[config.mk]
export PLATFORM = sky130hd
export DESIGN_NAME = asct_fifo
export DESIGN_NICKNAME = d
export VERILOG_FILES = /design/src/rtl/asct_fifo.sv
export SDC_FILE = /design/constraint.sdc
export NUM_CORES = 1
export LEC_CHECK = 0
export BUFFER_PORTS_ARGS = -buffer_cell sky130_fd_sc_hd__buf_4
export CAP_MARGIN = 5
export CORE_MARGIN = 3
export CORE_UTILIZATION = 35
export DETAILED_ROUTE_END_ITERATION = 10
export PLACE_DENSITY_LB_ADDON = 0.1
export SLEW_MARGIN = 30
export SYNTH_ARGS = -nofsm -noshare
export SYNTH_HDL_FRONTEND = slang
export SYNTH_SLANG_ARGS = --single-unit
[constraint.sdc]
create_clock -name clk -period 2.2 [get_ports clk]
set_input_delay 0.66 -clock clk [delete_from_list [all_inputs] [get_ports clk]]
set_output_delay 0.66 -clock clk [all_outputs]
set_load 0.03 [all_outputs]
[src/rtl/asct_fifo.sv]
// ----------------------------------------------------------------------------
// asct_fifo
// Small register queue of any depth, head shown combinationally.
// ----------------------------------------------------------------------------
`default_nettype none
module asct_fifo #(
	parameter int W     = 8,
	parameter int DEPTH = 4
) (
	input  wire logic         clk,
	input  wire logic         arst_n,
	input  wire logic         push,
	input  wire logic [W-1:0] wdata,
	output logic              full,
	input  wire logic         pop,
	output logic [W-1:0]      rdata,
	output logic              empty
);
	localparam int AW = (DEPTH > 1) ? $clog2(DEPTH) : 1;

	logic [W-1:0]  mem_q [DEPTH];
	logic [AW-1:0] wr_q, rd_q;
	logic [AW:0]   cnt_q;
	logic          do_push, do_pop;

	assign full    = (cnt_q == (AW+1)'(DEPTH));
	assign empty   = (cnt_q == '0);
	assign do_push = push && !full;
	assign do_pop  = pop && !empty;
	assign rdata   = mem_q[rd_q];

	always_ff @(posedge clk or negedge arst_n) begin
		if (!arst_n) begin
			wr_q  <= '0;
			rd_q  <= '0;
			cnt_q <= '0;
		end else begin
			if (do_push) wr_q <= (wr_q == AW'(DEPTH-1)) ? '0 : wr_q + 1'b1;
			if (do_pop)  rd_q <= (rd_q == AW'(DEPTH-1)) ? '0 : rd_q + 1'b1;
			if (do_push && !do_pop) cnt_q <= cnt_q + 1'b1;
			else if (do_pop && !do_push) cnt_q <= cnt_q - 1'b1;
		end
	end

	always_ff @(posedge clk) begin
		if (do_push) mem_q[wr_q] <= wdata;
	end
endmodule
`default_nettype wire

## Word level (Yosys, flattened, before mapping)

Memories as Yosys holds them, arrays and structs flattened.
Index checks and enable logic that the tools add are counted.

| word-level totals | value |
|---|---|
| memories | 1 |
| register bits | 7 |
| output and inout port bits | 10 |
| word-level logic and storage cells | 27 |
| bits in writable memories | 32 |

| operators by class | value |
|---|---|
| reduce and logical (&&, ||, !) cells | 10 |
| $add $sub $neg | 4 |
| equal/unequal tests | 3 |
| mux-type cells | 6 |

Memories:

| memory | depth | width | read ports | clocked after Yosys merged registers in | wr ports | RTL line | text |
|---|---|---|---|---|---|---|---|
| mem_q | 4 | 8 | 1 | 0 | 1 | 21 | `logic [W-1:0] mem_q [DEPTH];` |

Operators by type and width:

| cell | count |
|---|---|
| $mux 3 | 2 |
| $add 2x1->2 const B | 2 |
| $eq 2x2->1 const B | 2 |
| $logic_and 1x1->1 | 4 |
| $logic_not 1->1 | 4 |
| $mux 2 | 2 |
| $add 3x1->3 const B | 1 |
| $eq 3x3->1 const B | 1 |
| $logic_not 3->1 | 1 |
| $sub 3x1->3 const B | 1 |
| $mux 1 | 2 |
| $reduce_bool 2->1 | 1 |

## Logic depth before layout (Yosys ltp)

Gate-level depths: netlist of run 1.

| depth | value |
|---|---|
| depth after elaboration | 7 |
| mapped depth | 8 |
| depth with buffers taken out | 8 |

## Least setup slack after synthesis of run 1

Ideal clock, no wire load.

| path | value |
|---|---|
| path type | register to register |
| start | register cnt_q[0] |
| end | register cnt_q[2] |
| cell stages (with the launch flop) | 9 |
| setup time | 0.079 ns |
| data arrival time | 2.474 ns |
| path slack | -0.354 ns |
| clock period less this slack | 2.554 ns |
| path through | dfrtp_1 > nor3_1 > nand2b_4 > ha_1 > inv_1 > fa_1 > xor2_1 > nor2_1 > xor2_1 |

| between the ends | value |
|---|---|
| cells in the longest elaborated chain, start to end | 6 |
| elaborated cells on any way between the ends | 15 |
| classes of those cells | add/sub: 2; eq/ne: 1; mux: 2; reduce/logical: 10 |

RTL lines:

| item | RTL line | text |
|---|---|---|
| start: declaration | 23 | `logic [AW:0] cnt_q;` |
| start signal: assignment | 40 | `if (do_push && !do_pop) cnt_q <= cnt_q + 1'b1;` |
| start signal: assignment | 41 | `else if (do_pop && !do_push) cnt_q <= cnt_q - 1'b1;` |
| $logic_not 3->1 * | 27 | `assign empty = (cnt_q == '0);` |
| net empty | 17 | `output logic empty` |
| $logic_not 1->1 * | 29 | `assign do_pop = pop && !empty;` |
| $logic_and 1x1->1 * | 29 |  |
| $logic_not 1->1 | 40 |  |
| $logic_and 1x1->1 | 40 |  |
| $mux 3 / $reduce_bool 2->1 (equally long branches) | n/a |  |

Mark *: on every way through the listed nets, which the timed path passes. The rest lies on a longest branch. The select of a mux whose other input is x is not followed.
A chain may end at the register's enable or synchronous reset.

## Worst setup path after layout of run 1

| path | value |
|---|---|
| start | register rd_q[0] |
| end | output port rdata[3] |

| between the ends | value |
|---|---|
| cells in the longest elaborated chain, start to end | 1 |

RTL lines:

| item | RTL line | text |
|---|---|---|
| start: declaration | 22 | `logic [AW-1:0] wr_q, rd_q;` |
| start signal: assignment | 39 | `if (do_pop) rd_q <= (rd_q == AW'(DEPTH-1)) ? '0 : rd_q + 1'b1;` |
| $mem_v2 4x8 | n/a |  |
| end: declaration | 16 | `output logic [W-1:0] rdata,` |

Every way passes these cells.

==> results of run 1 <==
[per-stage QoR]
stage,cell area [µm²],utilization
after floorplan,1630,-
after global placement,1890,0.428
after detailed placement,1890,0.428
after CTS,1990,0.452
after global routing,2000,0.453
final,2000,0.453
[cells in the mapped netlist, drive strengths merged]
cell type  number
buf             1
dfrtp           7
ha              6
mux2            5
nand2b          1
xor2            2
clkbuf          1
mux4            8
inv             3
nor3b           1
nor2            4
edfxtp         32
nand2           1
nor3            1
xnor2           1
nor2b           1
fa              1
and2            3
[final timing paths]
kind	cells after the start	end	slack, ps	from
worst max-delay path	3	rdata[3]	30	rd_q[0]
worst min-delay path	1	cnt_q[2]	180	arst_n
worst max register to register	8	cnt_q[2]	240	cnt_q[1]
worst min register to register	1	cnt_q[2]	560	cnt_q[2]
max in group asynchronous	1	rd_q[1]	1890	arst_n
min in group clk	1	cnt_q[2]	560	cnt_q[2]
[sequential cells by signal (all words and copies together), names as in the netlist]
signal	count
mem_q	32
cnt_q	3
rd_q	2
wr_q	2
[power by group through the flow]
stage,clock network [mW],registers [mW],logic (mW)
final,0.527,1.15,1.15
after global routing,0.569,1.18,1.23
after CTS,0.537,1.16,1.16
after detailed placement,0,1.17,1.16
after global placement,0,1.16,1.14
after floorplan,0,1.11,0.835
[layout by cell type (no fill, tap or decap), drive strengths merged]
cell type,n
clkbuf,7
nor2b,1
nor2,4
and2,3
nand2,1
nor3b,1
mux2,5
xor2,2
nor3,1
inv,3
ha,6
buf,27
dfrtp,7
xnor2,1
edfxtp,32
nand2b,1
fa,1
mux4,8
clkinvlp,1
[logic make-up after synthesis]
| kind of cell | count (synthesis) | share of synthesized area |
|---|---|---|
| xor gates and xnor gates | 3 | 0.0162 |
| adders and majority gates | 7 | 0.0588 |
| buffers and inverters | 5 | 0.0124 |
| DFF | 39 | 0.702 |
| muxes | 13 | 0.155 |
| and+or+nand+nor | 12 | 0.0549 |
[area by class of cell]
class	count	area (µm²)	area share
multi-input combinational	35	473	0.236
inverter	3	11.3	0.00563
sequential	39	1140	0.568
clock buffer	7	96.3	0.0482
tap	52	65.1	0.0325
clock inverter	1	7.51	0.00375
timing repair buffer	27	210	0.105
[worst max-delay path: stages (launching register included)]
cell	delay, ps
dfrtp_1	380
buf_6	150
mux4_2	510
buf_4	180
[what timing repair did]
item / 4_1_cts / 5_1_grt
buffers inserted: 0 / 0
resized for setup: 1 / 2
pin swaps: 0 / 0
gates cloned: 0 / 0
endpoints found under the setup margin: 1 / 5
[layer usage]
layer | up-vias | part of all wire
met5 | - | 0
met4 | 0 | 0.016
met3 | 6 | 0.050
met2 | 21 | 0.50
met1 | 380 | 0.44
li1 | 367 | -
==> run_results.csv, run 1 <==
group,metric,value,unit
routing,wire_per_inst,15.8,µm
floorplanning,rows,24,
cells_and_area,drive_gt1_frac,0.473,
cells_and_area,num-fill-cells,394,
grt,globalRouteOverflowTotal,0,
placed_design,io_buffers,21,
grt,grt_use_met1,0.128,
floorplanning,die_area,0.00547,mm²
power_and_ir_drop,p_switching,0.961,mW
grt,grt_util_met3,0.0405,
placed_design,place_worst_setup_slack,202,ps
power_and_ir_drop,vdd_drop_max,0.588,mV
routing,first_iter_violations,48,
floorplanning,pin_count,22,
routing,vias,774,
clocking,holdBufCountCts,0,
timing,slew_viol_final,0,
grt,use_met2,0.169,
placed_design,placed_cells,156,
synth,mappedNetlistNets,98,
grt,grt_max_degree,13,
setup_path,worst_ep_required_time,1540,ps
clocking,cts_root_buf,"clkbuf_8",
clocking,clkTransAtPathRegs,70,ps
placed_design,dp_hpwl,1830,µm
clocking,cts_tree,"yes",
outcome,status,"completed",
grt,track_usage,0.106,
grt,grt_pass1_vias,794,
power_and_ir_drop,netSwitchingFraction,0.340,
timing,finalClockSkew,2.67,ps
grt,grt_pass1_wl,4060,µm
synth,post_synth.cell_area_avg,20.5,µm²
clocking,cts.sinks,39,
timing,setup_slack,28.0,ps
setup_path,worst-endpoint-arrival,1510,ps
timing,setup_viol,0,
power_and_ir_drop,p_per_area,1410,mW/mm²
timing,fmax,0.460,GHz
cells_and_area,n_antenna_cell,0,
grt,busiest_layer,"met2",
floorplanning,core,0.00441,mm²
min_path,hp-class,"primary input to async pin",
grt,antenna_found_initial,0,
cells_and_area,instances_no_fill,164,
timing,whs,176,ps
timing,fin_crit_sh,0.987,
power_and_ir_drop,power_frac_seq,0.408,
setup_path,crit_type,"register to output port",
power_and_ir_drop,total_power,2.83,mW
power_and_ir_drop,intPower,1.87,mW
setup_path,end_kind,"output port",
power_and_ir_drop,p_clk_frac,0.187,
routing,vias_per_cell,4.72,
synth,yosysTopAreaCell,"edfxtp_1",
clocking,numCtsBuffers,5,
clocking,clock_latency,280,ps
synth,synthesis.area,0.00162,mm²
routing,firstDrtPassIters,2,
floorplanning,die_h,74.0,µm
timing,period_minus_slack,2170,ps
clocking,clock_path_buffers,2,
cells_and_area,nets,130,
placed_design,place_congestion,0.605,
synth,synth_warnings,0,
timing,rsz0062_at_grt,"yes",
routing,drtAntennaViolNets,0,
synth,synth_top_area_share,0.594,
timing,fin_tns_setup,0,ps
cells_and_area,area_growth,23.7,%
synth,yosysSeqAreaShare,0.702,
setup_path,critPathLaunchType,"register",
floorplanning,die_w,74.0,µm
synth,ys_types,19,
synth,ys_ff_latch,39,
timing,maxSlewHeadroom,0.687,
synth,synthTopCellsByArea,"edfxtp_1 59%, mux4_2 11%, dfrtp_1 11%",
floorplanning,start_util,0.366,
job,drv_cap,0,
routing,drcViolationCount,0,
timing,tightestPinTransition,470,ps
clocking,cts_htree_levels,2,
power_and_ir_drop,p_leak,0.768,nW
power_and_ir_drop,combPwrFrac,0.405,
routing,wl,2580,µm
synth,syn_inst,79,
setup_path,cp_max_fo,5,
timing,hold_violations,0,
(Power assumes the default switching activity.)
==> run 2: changes to the inputs <==
Clock period 2.2 ns to 1.8 ns, I/O delays scaled along.
==> run 2 against run 1 <==
Compared with the run above:
- the run now ends with setup timing left
- final cell count grew 5.5%
- clock skew is 1.5 ps higher
- worst setup slack worse by 250 ps
- routed wire length rose by 5.9%
- combinational power grew 48%
- flip-flop and latch count is the same
- total power increased by 35%
- sequential power increased by 22%
- non-clock buffer count up 9
- die area did not move
- clock-buffer cell count decreased by 2
- global-route usage rose by 0.47 points
- critical path type unchanged
- largest cell class unchanged
- largest power group is now combinational cells
- highest routed layer unchanged
==> run_results.csv, run 2 (same netlist as run 1, synthesis figures left out) <==
group,metric,value,unit
outcome,violations,"setup timing",
grt,grt_max_degree,14,
timing,fmax,0.496,GHz
routing,vias,812,
placed_design,io_buffers,21,
routing,vias_per_cell,4.69,
cells_and_area,area_growth,32.9,%
cells_and_area,largest_reg_flops,32,
cells_and_area,drive_gt1_frac,0.554,
grt,globalRouteOverflowTotal,0,
cells_and_area,n_antenna_cell,0,
clocking,clkTransAtPathRegs,70,ps
timing,hold_violations,0,
placed_design,placed_cells,161,
timing,setup_slack,-217,ps
timing,rsz0062_at_grt,"yes",
cells_and_area,instances_no_fill,173,
floorplanning,die_w,74.0,µm
timing,period_minus_slack,2020,ps
grt,track_usage,0.111,
cells_and_area,nets,139,
setup_path,worst-endpoint-arrival,1480,ps
placed_design,dp_hpwl,1880,µm
power_and_ir_drop,p_per_area,1770,mW/mm²
setup_path,path_cells,"buf_4, mux4_2, buf_4",
setup_path,end_kind,"output port",
clocking,clock_latency,280,ps
floorplanning,die_area,0.00547,mm²
cells_and_area,num-fill-cells,384,
cells_and_area,postLayoutCoreUtil,0.487,
setup_path,path_buf_inv,2,
routing,drtAntennaViolNets,0,
timing,finalClockSkew,4.21,ps
floorplanning,pin_count,22,
cells_and_area,final_cell_mix,"32 x edfxtp_1, 27 x buf_4, 8 x mux4_2",
grt,antenna_found_initial,0,
clocking,holdBufCountCts,0,
clocking,cts.sinks,39,
timing,fin_crit_sh,1.12,
setup_path,crit_family,"multiplexers",
timing,fin_tns_setup,-1720,ps
setup_path,crit_type,"register to output port",
placed_design,place_worst_setup_slack,-24.3,ps
min_path,hp-class,"primary input to async pin",
power_and_ir_drop,p_leak,0.836,nW
placed_design,place_congestion,0.631,
clocking,numCtsBuffers,5,
floorplanning,die_h,74.0,µm
setup_path,cp_slowest_stage_delay,490,ps
clocking,clock_path_buffers,2,
floorplanning,start_util,0.366,
outcome,status,"finished with violations",
setup_path,crit_slowest_cell,"mux4_2",
cells_and_area,reg.largest.list,"mem_q (32), cnt_q (3)",
cells_and_area,top_register,"mem_q",
floorplanning,core,0.00441,mm²
clocking,cts_htree_levels,2,
routing,drcViolationCount,0,
grt,grt_pass1_vias,865,
setup_path,worst_ep_required_time,1260,ps
clocking,cts_tree,"yes",
timing,setup_viol,11,
routing,firstDrtPassIters,3,
setup_path,cp_max_fo,4,
setup_path,critPathLaunchType,"register",
job,drv_cap,0,
timing,slew_viol_final,0,
timing,maxSlewHeadroom,0.832,
timing,tightestPinTransition,252,ps
cells_and_area,final_common_cell,"edfxtp_1",
routing,first_iter_violations,14,
floorplanning,rows,24,
setup_path,cp_common_cell,"buf_4",
routing,wl,2740,µm
routing,wire_per_inst,15.8,µm
grt,grt_pass1_wl,4260,µm
clocking,cts_root_buf,"clkbuf_8",
timing,whs,59.5,ps
power_and_ir_drop,vdd_drop_max,0.715,mV
[run 2: cell count changes in the layout (fill, tap and decap cells not counted), moves of 2 or more]
cell,before,now
dfrtp_2,1,3
buf_4,25,27
clkbuf_8,7,5
buf_12,0,3
dfrtp_1,6,4
buf_6,2,6
[run 2: where the power goes]
group,switching (mW),internal [mW],total [mW]
clock network,0.303,0.413,0.715
logic,0.781,0.920,1.70
registers,0.167,1.23,1.40
total,1.25,2.56,3.81
[run 2: area by class of cell]
type                       count  area, µm²  area share
tap                           52       65.1      0.0303
sequential                    39       1140       0.530
multi-input combinational     35        492       0.229
inverter                       3       11.3     0.00524
timing repair buffer          36        330       0.154
clock buffer                   5       68.8      0.0320
clock inverter                 3       43.8      0.0204
[run 2: through the flow]
| stage | total power, mW | instance area, µm² |
|---|---|---|
| floorplan | 2.40 | 1650 |
| global placement | 2.98 | 1980 |
| detailed placement | 3.01 | 1980 |
| CTS | 3.84 | 2140 |
| global route | 4.04 | 2150 |
| finish | 3.81 | 2150 |
[run 2: path summary, 6_finish.rpt]
check	from	end	slack, ps	depth (start not counted)
worst max-delay path	rd_q[0]	rdata[6]	-220	3
worst min-delay path	arst_n	wr_q[1]	60	1
worst max register to register	cnt_q[0]	cnt_q[2]	-20	8
worst min register to register	wr_q[1]	wr_q[1]	600	1
max in group asynchronous	arst_n	rd_q[1]	1600	1
min in group clk	wdata[6]	mem_q[0][6]	450	1
[run 2: per-layer routing]
| metal | GRT usage | wire length (µm) | up-vias |
|---|---|---|---|
| li1 | - | - | 382 |
| met1 | 0.139 | 1170 | 411 |
| met2 | 0.176 | 1400 | 15 |
| met3 | 0.0459 | 129 | 4 |
| met4 | 0.0362 | 34 | 0 |
| met5 | 0 | 0 | - |
[run 2: repair_timing]
action,in CTS,in global routing
endpoints found under the setup margin,11,11
setup buffers,3,1
resized for setup,8,1
pin swaps,3,1
