### src/rtl/asct_pkg.sv
// ----------------------------------------------------------------------------
// asct_pkg
// Shared types, codes and the arctangent table for the arc sector tessellator.
// ----------------------------------------------------------------------------
`default_nettype none
package asct_pkg;

	localparam int unsigned ARC_CAP  = 60;
	localparam int unsigned TAB_LEN  = 24;
	localparam int unsigned CW       = 34;	// CORDIC datapath width
	localparam logic [1:0]  KIND_ARC    = 2'd0;
	localparam logic [1:0]  KIND_CENTER = 2'd1;
	localparam logic [1:0]  KIND_EMPTY  = 2'd2;
	localparam logic signed [CW-1:0] CORDIC_X0 = 34'sd652032874;

	// one vertex command from the front to the back
	typedef struct packed {
		logic signed [31:0] cx;
		logic signed [31:0] cy;
		logic [30:0]        radius;
		logic [15:0]        angle;
		logic [1:0]         kind;
		logic               last;
	} cmd_t;

	// one finished vertex
	typedef struct packed {
		logic signed [31:0] point_x;
		logic signed [31:0] point_y;
		logic               is_center;
		logic               empty_res;
		logic               last;
	} res_t;

	// atan(2^-i) in 2^32 units per turn
	function automatic logic [29:0] atan_val(input logic [4:0] i);
		logic [29:0] v;
		case (i)
			5'd0:  v = 30'd536870912;
			5'd1:  v = 30'd316933406;
			5'd2:  v = 30'd167458907;
			5'd3:  v = 30'd85004756;
			5'd4:  v = 30'd42667331;
			5'd5:  v = 30'd21354465;
			5'd6:  v = 30'd10679838;
			5'd7:  v = 30'd5340245;
			5'd8:  v = 30'd2670163;
			5'd9:  v = 30'd1335087;
			5'd10: v = 30'd667544;
			5'd11: v = 30'd333772;
			5'd12: v = 30'd166886;
			5'd13: v = 30'd83443;
			5'd14: v = 30'd41722;
			5'd15: v = 30'd20861;
			5'd16: v = 30'd10430;
			5'd17: v = 30'd5215;
			5'd18: v = 30'd2608;
			5'd19: v = 30'd1304;
			5'd20: v = 30'd652;
			5'd21: v = 30'd326;
			5'd22: v = 30'd163;
			5'd23: v = 30'd81;
			default: v = 30'd0;
		endcase
		return v;
	endfunction

endpackage
`default_nettype wire

### src/rtl/asct_front.sv
// ----------------------------------------------------------------------------
// asct_front
// Takes a request, sizes the ring, divides the sweep once (not for radius 0)
// and issues one vertex command per beat into the queue while it has room.
// ----------------------------------------------------------------------------
`default_nettype none
module asct_front #(
	parameter int SEGMENTS = 60
) (
	input  wire logic               clk,
	input  wire logic               arst_n,
	input  wire logic               push,
	input  wire logic signed [31:0] center_x,
	input  wire logic signed [31:0] center_y,
	input  wire logic [30:0]        radius,
	input  wire logic [15:0]        start_angle,
	input  wire logic [16:0]        stop_angle,
	output logic                    full,
	output asct_pkg::cmd_t          cmd,
	output logic                    cmd_push,
	input  wire logic               cmd_full
);
	localparam logic [1:0] F_IDLE = 2'd0;
	localparam logic [1:0] F_CNT  = 2'd1;
	localparam logic [1:0] F_DIV  = 2'd2;
	localparam logic [1:0] F_EMIT = 2'd3;
	localparam logic [5:0] SEG    = 6'(SEGMENTS);

	logic [1:0]         state_q;
	logic signed [31:0] cx_q, cy_q;
	logic [30:0]        r_q;
	logic [15:0]        start_q;
	logic [16:0]        sweep_q;
	logic               circle_q, zero_q;
	logic [5:0]         n_q, rem_q, accr_q;
	logic [16:0]        dvd_q, acc_q;
	logic [4:0]         cnt_q;
	logic [6:0]         idx_q, lastidx_q;

	logic [22:0] prod;
	logic [6:0]  nraw;
	logic [5:0]  nclamp;
	logic [6:0]  shifted;
	logic        ge;
	logic [6:0]  rsum;
	logic        rwrap;
	logic        is_last, adv;

	function automatic logic [16:0] sweep_now(input logic [16:0] sp, input logic [15:0] st);
		return sp - {1'b0, st};
	endfunction

	assign full = (state_q != F_IDLE);

	// ring size of a sector: ceil(SEGMENTS*sweep/turn), kept in [2, cap]
	always_comb begin
		prod = SEG * {7'd0, sweep_q[15:0]} + 23'd65535;
		nraw = prod[22:16];
		if (nraw < 7'd2) nclamp = 6'd2;
		else if (nraw > 7'(asct_pkg::ARC_CAP)) nclamp = 6'(asct_pkg::ARC_CAP);
		else nclamp = nraw[5:0];
	end

	// restoring divider step
	assign shifted = {rem_q, dvd_q[16]};
	assign ge      = (shifted >= {1'b0, n_q});

	// running remainder of sweep*i + n/2 over n
	assign rsum  = {1'b0, accr_q} + {1'b0, rem_q};
	assign rwrap = (rsum >= {1'b0, n_q});

	always_comb begin
		cmd.cx     = cx_q;
		cmd.cy     = cy_q;
		cmd.radius = r_q;
		cmd.angle  = '0;
		cmd.kind   = asct_pkg::KIND_ARC;
		cmd.last   = 1'b0;
		is_last    = (idx_q == lastidx_q);
		adv        = 1'b0;
		if (zero_q) begin
			cmd.kind = asct_pkg::KIND_EMPTY;
			cmd.last = 1'b1;
			is_last  = 1'b1;
		end else if (circle_q) begin
			cmd.last  = is_last;
			cmd.angle = is_last ? 16'd0 : acc_q[15:0];
			adv       = !is_last;
		end else if (idx_q == 7'd0 || is_last) begin
			cmd.kind = asct_pkg::KIND_CENTER;
			cmd.last = is_last;
		end else begin
			cmd.angle = start_q + acc_q[15:0];
			adv       = 1'b1;
		end
	end

	assign cmd_push = (state_q == F_EMIT) && !cmd_full;

	always_ff @(posedge clk or negedge arst_n) begin
		if (!arst_n) begin
			state_q   <= F_IDLE;
			idx_q     <= '0;
			cnt_q     <= '0;
			zero_q    <= 1'b0;
			circle_q  <= 1'b0;
			sweep_q   <= '0;
			n_q       <= '0;
			rem_q     <= '0;
			dvd_q     <= '0;
			acc_q     <= '0;
			accr_q    <= '0;
			lastidx_q <= '0;
		end else begin
			case (state_q)
				F_IDLE: begin
					if (push) begin
						zero_q   <= (radius == '0);
						circle_q <= sweep_now(stop_angle, start_angle) >= 17'h10000;
						sweep_q  <= sweep_now(stop_angle, start_angle);
						idx_q    <= '0;
						state_q  <= (radius == '0) ? F_EMIT : F_CNT;
					end
				end
				F_CNT: begin
					n_q       <= circle_q ? SEG : nclamp;
					dvd_q     <= circle_q ? 17'h10000 : sweep_q;
					lastidx_q <= circle_q ? {1'b0, SEG} : {1'b0, nclamp} + 7'd2;
					rem_q     <= '0;
					cnt_q     <= '0;
					state_q   <= F_DIV;
				end
				F_DIV: begin
					rem_q <= ge ? 6'(shifted - {1'b0, n_q}) : shifted[5:0];
					dvd_q <= {dvd_q[15:0], ge};
					cnt_q <= cnt_q + 1'b1;
					if (cnt_q == 5'd16) begin
						acc_q   <= '0;
						accr_q  <= n_q >> 1;
						state_q <= F_EMIT;
					end
				end
				F_EMIT: begin
					if (!cmd_full) begin
						idx_q <= idx_q + 1'b1;
						if (adv) begin
							accr_q <= rwrap ? 6'(rsum - {1'b0, n_q}) : rsum[5:0];
							acc_q  <= acc_q + dvd_q + {16'd0, rwrap};
						end
						if (is_last) state_q <= F_IDLE;
					end
				end
				default: state_q <= F_IDLE;
			endcase
		end
	end

	always_ff @(posedge clk) begin
		if (state_q == F_IDLE && push) begin
			cx_q    <= center_x;
			cy_q    <= center_y;
			r_q     <= radius;
			start_q <= start_angle;
		end
	end
endmodule
`default_nettype wire

### config.mk
export PLATFORM = sky130hd
export DESIGN_NAME = asct_front
export DESIGN_NICKNAME = d
export VERILOG_FILES = /design/src/rtl/asct_pkg.sv /design/src/rtl/asct_front.sv
export SDC_FILE = /design/constraint.sdc
export NUM_CORES = 1
export LEC_CHECK = 0
export BUFFER_PORTS_ARGS = -buffer_cell sky130_fd_sc_hd__buf_2
export CORE_ASPECT_RATIO = 0.6
export CORE_UTILIZATION = 61
export DETAILED_ROUTE_END_ITERATION = 12
export GPL_TIMING_DRIVEN = 1
export PLACE_DENSITY_LB_ADDON = 0.25
export SLEW_MARGIN = 20
export SYNTH_ARGS = -nofsm -noshare
export SYNTH_HDL_FRONTEND = slang
export SYNTH_SLANG_ARGS = --single-unit
### constraint.sdc
create_clock -name clk -period 7.4 [get_ports clk]
set_input_delay 0.74 -clock clk [delete_from_list [all_inputs] [get_ports clk]]
set_output_delay 0.74 -clock clk [all_outputs]
set_load 0.02 [all_outputs]
Word-level counts from Yosys, hierarchy flattened
Index checks and enable logic that the tools add are counted.
{"block": "op_classes", "n_addsub": 11, "n_mul": 1, "n_div": 0, "n_lt_le_gt_ge": 5, "eq_ne": 10, "shift": 0, "mux": 39, "bitwise_logic": 0, "n_reduce_logical": 16}
{"cell": "$mux W17", "count": 4}
{"cell": "$pmux W17 S2", "count": 2}
{"cell": "$mux W16", "count": 4}
{"cell": "$mux W6", "count": 8}
{"cell": "$logic_not A31 Y1", "count": 1}
{"cell": "$pmux W6 S2", "count": 2}
{"cell": "$add A22 B16 Y23 const B", "count": 1}
{"cell": "$mux W7", "count": 3}
{"cell": "$mul A4 B16 Y20 const A", "count": 1}
{"cell": "$add A17 B1 Y17", "count": 1}
{"cell": "$add A17 B17 Y17", "count": 1}
{"cell": "$ge A17 B17 Y1 const B", "count": 1}
{"cell": "$sub A17 B16 Y17", "count": 1}
{"cell": "$add A16 B16 Y16", "count": 1}
{"cell": "$ge A7 B6 Y1", "count": 2}
{"cell": "$pmux W7 S2", "count": 1}
{"cell": "$mux W2", "count": 6}
{"cell": "$sub A6 B6 Y6", "count": 2}
{"cell": "$ne A2 B2 Y1 const B", "count": 5}
{"cell": "$pmux W5 S2", "count": 1}
{"cell": "$pmux W2 S4", "count": 1}
{"cell": "$reduce_and A4 Y1", "count": 2}
{"cell": "$reduce_bool A2 Y1", "count": 4}
{"cell": "$add A6 B2 Y7 const B", "count": 1}
{"cell": "other kinds (18)", "count": 26}
{"block": "word_totals", "regBits": 203, "latch_bits": 0, "ramBits": 0, "romBits": 0, "in_bits": 132, "output_inout_bits": 116, "elab_cells": 98, "n_memories": 0}

Logic depth before layout (Yosys ltp)
{"block": "depth", "word_depth": 8, "depth_mapped": 25, "depth_no_buf": 25}

Worst setup path before layout
No wires, ideal clock.
{"block": "synth_path", "kind": "reg-to-reg", "from": "register rem_q[0]", "to": "register acc_q[14]", "setup_ps": 95, "arrival_time_ps": 4915, "setup_slack_ps": 2390, "stages_incl_launch_ff": 26, "n_path_buf": 0, "path_cell_list": "dfrtp_1 > ha_1 > fa_1 > a21oi_1 > nor2_1 > nor2_1 > xnor2_1 > ha_1 > nand4_1 > nor2_1 > a2111oi_0 > nand2_1 > inv_1 > fa_1 > fa_1 > nor2b_1 > o21ai_0 > a21boi_0 > o21ai_0 > nand2b_1 > a21o_1 > a41oi_1 > a21oi_1 > a311oi_1 > xor2_1 > o31ai_1"}
{"block": "synth_via", "elab_chain_cells": 6}
{"element": "from (decl)", "line": "asct_front.sv:35", "source": "logic [5:0] n_q, rem_q, accr_q;"}
{"element": "from (signal assigned)", "line": "asct_front.sv:134", "source": "rem_q <= ge ? 6'(shifted - {1'b0, n_q}) : shifted[5:0];"}
{"element": "$add A6 B6 Y7", "line": "asct_front.sv:69", "source": "assign rsum = {1'b0, accr_q} + {1'b0, rem_q};"}
{"element": "$ge A7 B6 Y1", "line": "asct_front.sv:70", "source": "assign rwrap = (rsum >= {1'b0, n_q});"}
{"element": "$add A17 B1 Y17", "line": "asct_front.sv:148", "source": "acc_q <= acc_q + dvd_q + {16'd0, rwrap};"}
{"element": "$mux W17", "line": "asct_front.sv:146", "source": "if (adv) begin"}
{"element": "$mux W17", "line": "asct_front.sv:144", "source": "if (!cmd_full) begin"}
{"element": "$pmux W17 S2", "line": "asct_front.sv:115", "source": "case (state_q)"}
{"element": "to (signal assigned)", "line": "asct_front.sv:148"}
{"element": "to (decl)", "line": "asct_front.sv:36", "source": "logic [16:0] dvd_q, acc_q;"}
No other way between the ends. The select of a mux whose other input is x is not followed.
A chain may end at the register's enable or synchronous reset.

Worst setup path in the final report
Ends and elaborated chain as after synthesis.

==> impl_results.md <==
- Reg2Reg Capture Point: acc_q[14]
- CTS H-tree lvls: 4
- Final Cycle Share: 0.7768
- Final Max Tran Viols: 0
- Worst-Skew Late Latency: between 400 and 500 ps
- NumNets Final: roughly 1,700
- CTS tree: yes
- Hold-fix buffer count after cts: 0
- Post-route DRC: 0
- Ys async rst share: 0.4450
- Initial antenna violation count: 2
- Hold WC Path Type: input port to async pin
- Number of synthesized flops with an enable pin: 111
- Max-cap violations: 0
- Vias per cell: between 5 and 6
- Ys flop type: edfxtp_1
- DRT Pass-1 Iters: 7
- Clock root buffer: clkbuf_16
- Crit path max fanout: 8
- Post-synthesis cell type count: 92
- Final hold violation count: 0
- RSZ-0062 raised after global routing: false
- Starting density of the core: 0.6301
- Per-cell routed wire length: 18.58 um
- CTS Sinks: 200
- Clock transition at the registers of the reported paths: 70 ps
- Yosys Warn Count: 0
- Syn avg cell area: slightly above 10 um2
- Total CTS buffers: 17
- Synthesized area: approximately 13,000 um2
- Commonest non-fill, non-tap cell in the layout: buf_2
- Die ar.: between 20,000 and 25,000 um2
- Post-route minimum period: 5748 ps
- Dpl hpwl: 25.02 mm
- Max-slew headroom: 0.3088
- Die height: between 100 and 150 um
- Crit path from: rem_q[0]
- Cell Rows: 40
- First-pass GRT wire length: about 52 mm
- Share of cells above drive strength 1: 0.2249
- Worst R2R Path Depth: 25
- Die Wd: 188.8 um
- Top-level I/O count: approximately 250
- Clock buffer depth: 2
- Final TNS setup: 0 ps
- Status: completed
- Layout area overhead: 16.50%
- Most frequent cells in the layout: buf_2, inv_1, edfxtp_1, ha_1, nor2_1
- Post-cts resize count: 0
- Largest net degree at the start of global routing: 84
- Arr. time, crit path: 6100 ps
- Vias: approximately 10,000
- Flops & latches, synth: 200
- Gate Count Post-Synth: between 1,000 and 1,500
- PortBufs: between 200 and 250
- DR iter-0 viols: 961
- Slew @ Worst Pin: 1037 ps
- Core box area: just over 20,000 um2
- GPL Wtd Cong: 0.9261
- Startpoint Class: flip-flop
- Setup violators final: 0
- GRT Total Usage: 0.3104
- # Post-CTS Setup Buffers: 0
- Crit Path Category: flip-flop to flip-flop
- Worst Clk Skew: 11.97 ps
- WL final: 32.87 mm
- Maximum operating frequency: 174.0 MHz
- Net Count, Synth: 1,504
- Seq/Total Area, Yosys: 0.4353
- Critical Path RT: 7750 ps
- Critical R2R Launch: rem_q[0]
- Total gr overflow: 0
- FF-to-FF setup slack: 1650 ps
- CP Capture Type: flip-flop
- Antenna Nets Post-Route: 0
- Crit path capture: acc_q[14]
- Vias in the first global route: 10,076
[kinds of logic after synthesis]
group	synth area share
simple gates	0.1419
compound gates	0.1657
flops	0.4353
buf+inv	0.04732
fa+ha+maj	0.1514
xor+xnor	0.04604
mux	0.01224
[worst min-delay path by stage]
stage / end / slack [ps] / cells after the start
after global routing: rem_q[4] / 250 / 1
after CTS: rem_q[4] / 240 / 1
after global placement: sweep_q[7] / 460 / 2
final: rem_q[4] / 230 / 1
after floorplan: acc_q[0] / 440 / 0
after detailed placement: sweep_q[5] / 470 / 2
[state kept, by name, indices dropped and copies added (netlist names), 7 cells and up]
| signal | cells |
|---|---|
| acc_q | 16 |
| sweep_q | 17 |
| cx_q | 32 |
| cy_q | 32 |
| dvd_q | 17 |
| start_q | 16 |
| idx_q | 7 |
| r_q | 31 |
[Yosys cell counts, drive strengths merged (7+ instances only)]
library cell  number  area share
inv              125       0.037
o22ai              7      0.0034
o21a               8      0.0048
o31ai             14      0.0090
fa                36       0.056
o21bai            11      0.0065
xor2              27       0.019
a22oi             15      0.0096
nor3              34       0.014
nor4              13      0.0099
edfxtp           111        0.26
o21ai             75       0.030
or3               12      0.0067
nand2b            10      0.0049
nor2b             15      0.0073
a21o              17       0.010
and2              11      0.0061
nand2             93       0.028
ha                97       0.095
mux2i             13       0.010
nor2              95       0.028
xnor2             38       0.028
and3              14      0.0069
a211oi            10      0.0063
clkbuf            25      0.0073
a21oi             87       0.035
a31oi             10      0.0049
o211ai             7      0.0052
nand4              8      0.0051
nand3             31       0.013
dfrtp             89        0.17
[final cells by class]
class	instances	area, um2
Tap cell	273	341.6
Clock inverter	15	168.9
Inverter	126	475.5
Sequential cell	200	5560
Fill cell	1469	5390
Timing Repair Buffer	254	1291
Antenna cell	2	5.005
Clock buffer	17	425.4
Multi-Input combinational cell	882	6611
[per-layer routing]
metal | track usage | wire (um) | up-vias
li1 | - | - | 4927
met1 | 0.4357 | 14070 | 5085
met2 | 0.4934 | 15400 | 437
met3 | 0.06957 | 2911 | 39
met4 | 0.07742 | 482 | 0
met5 | 0 | 0 | -
[through the flow]
stage | instances | setup slack, ps | instance area (um2) | hold WS [ps] | utilization
3_3_place_gp | 1735 | 1983 | 14280 | 464.4 | 0.7045
4_1_cts | 1767 | 1700 | 14870 | 242.1 | 0.7338
6_report | 1769 | 1652 | 14880 | 227.2 | 0.7341
5_1_grt | 1769 | 1072 | 14880 | 251.9 | 0.7341
2_1_floorplan | 1239 | 2390 | 12770 | 444.4 | -
3_5_place_dp | 1735 | 1727 | 14280 | 471.7 | 0.7045
[worst max-delay path: stages, from the launching register on]
cell and delay, ps:
dfrtp_1 420, ha_1 250, fa_1 430, a21oi_1 150
nor2_1 50, nor2_1 150, xnor2_1 170, ha_1 300
nand4_1 100, nor2_1 50, a2111oi_0 610, nand2_1 430
inv_1 180, fa_1 220, fa_1 190, nor2b_1 60
o21ai_0 200, a21boi_0 140, o21ai_0 180, nand2b_1 120
a21o_1 200, a41oi_1 240, a21oi_1 150, a311oi_1 350
xor2_1 110, o31ai_1 200
Power is left out: the tool's default activity adds up to more than one toggle a clock period on the data nets, which glitch-free logic cannot reach.
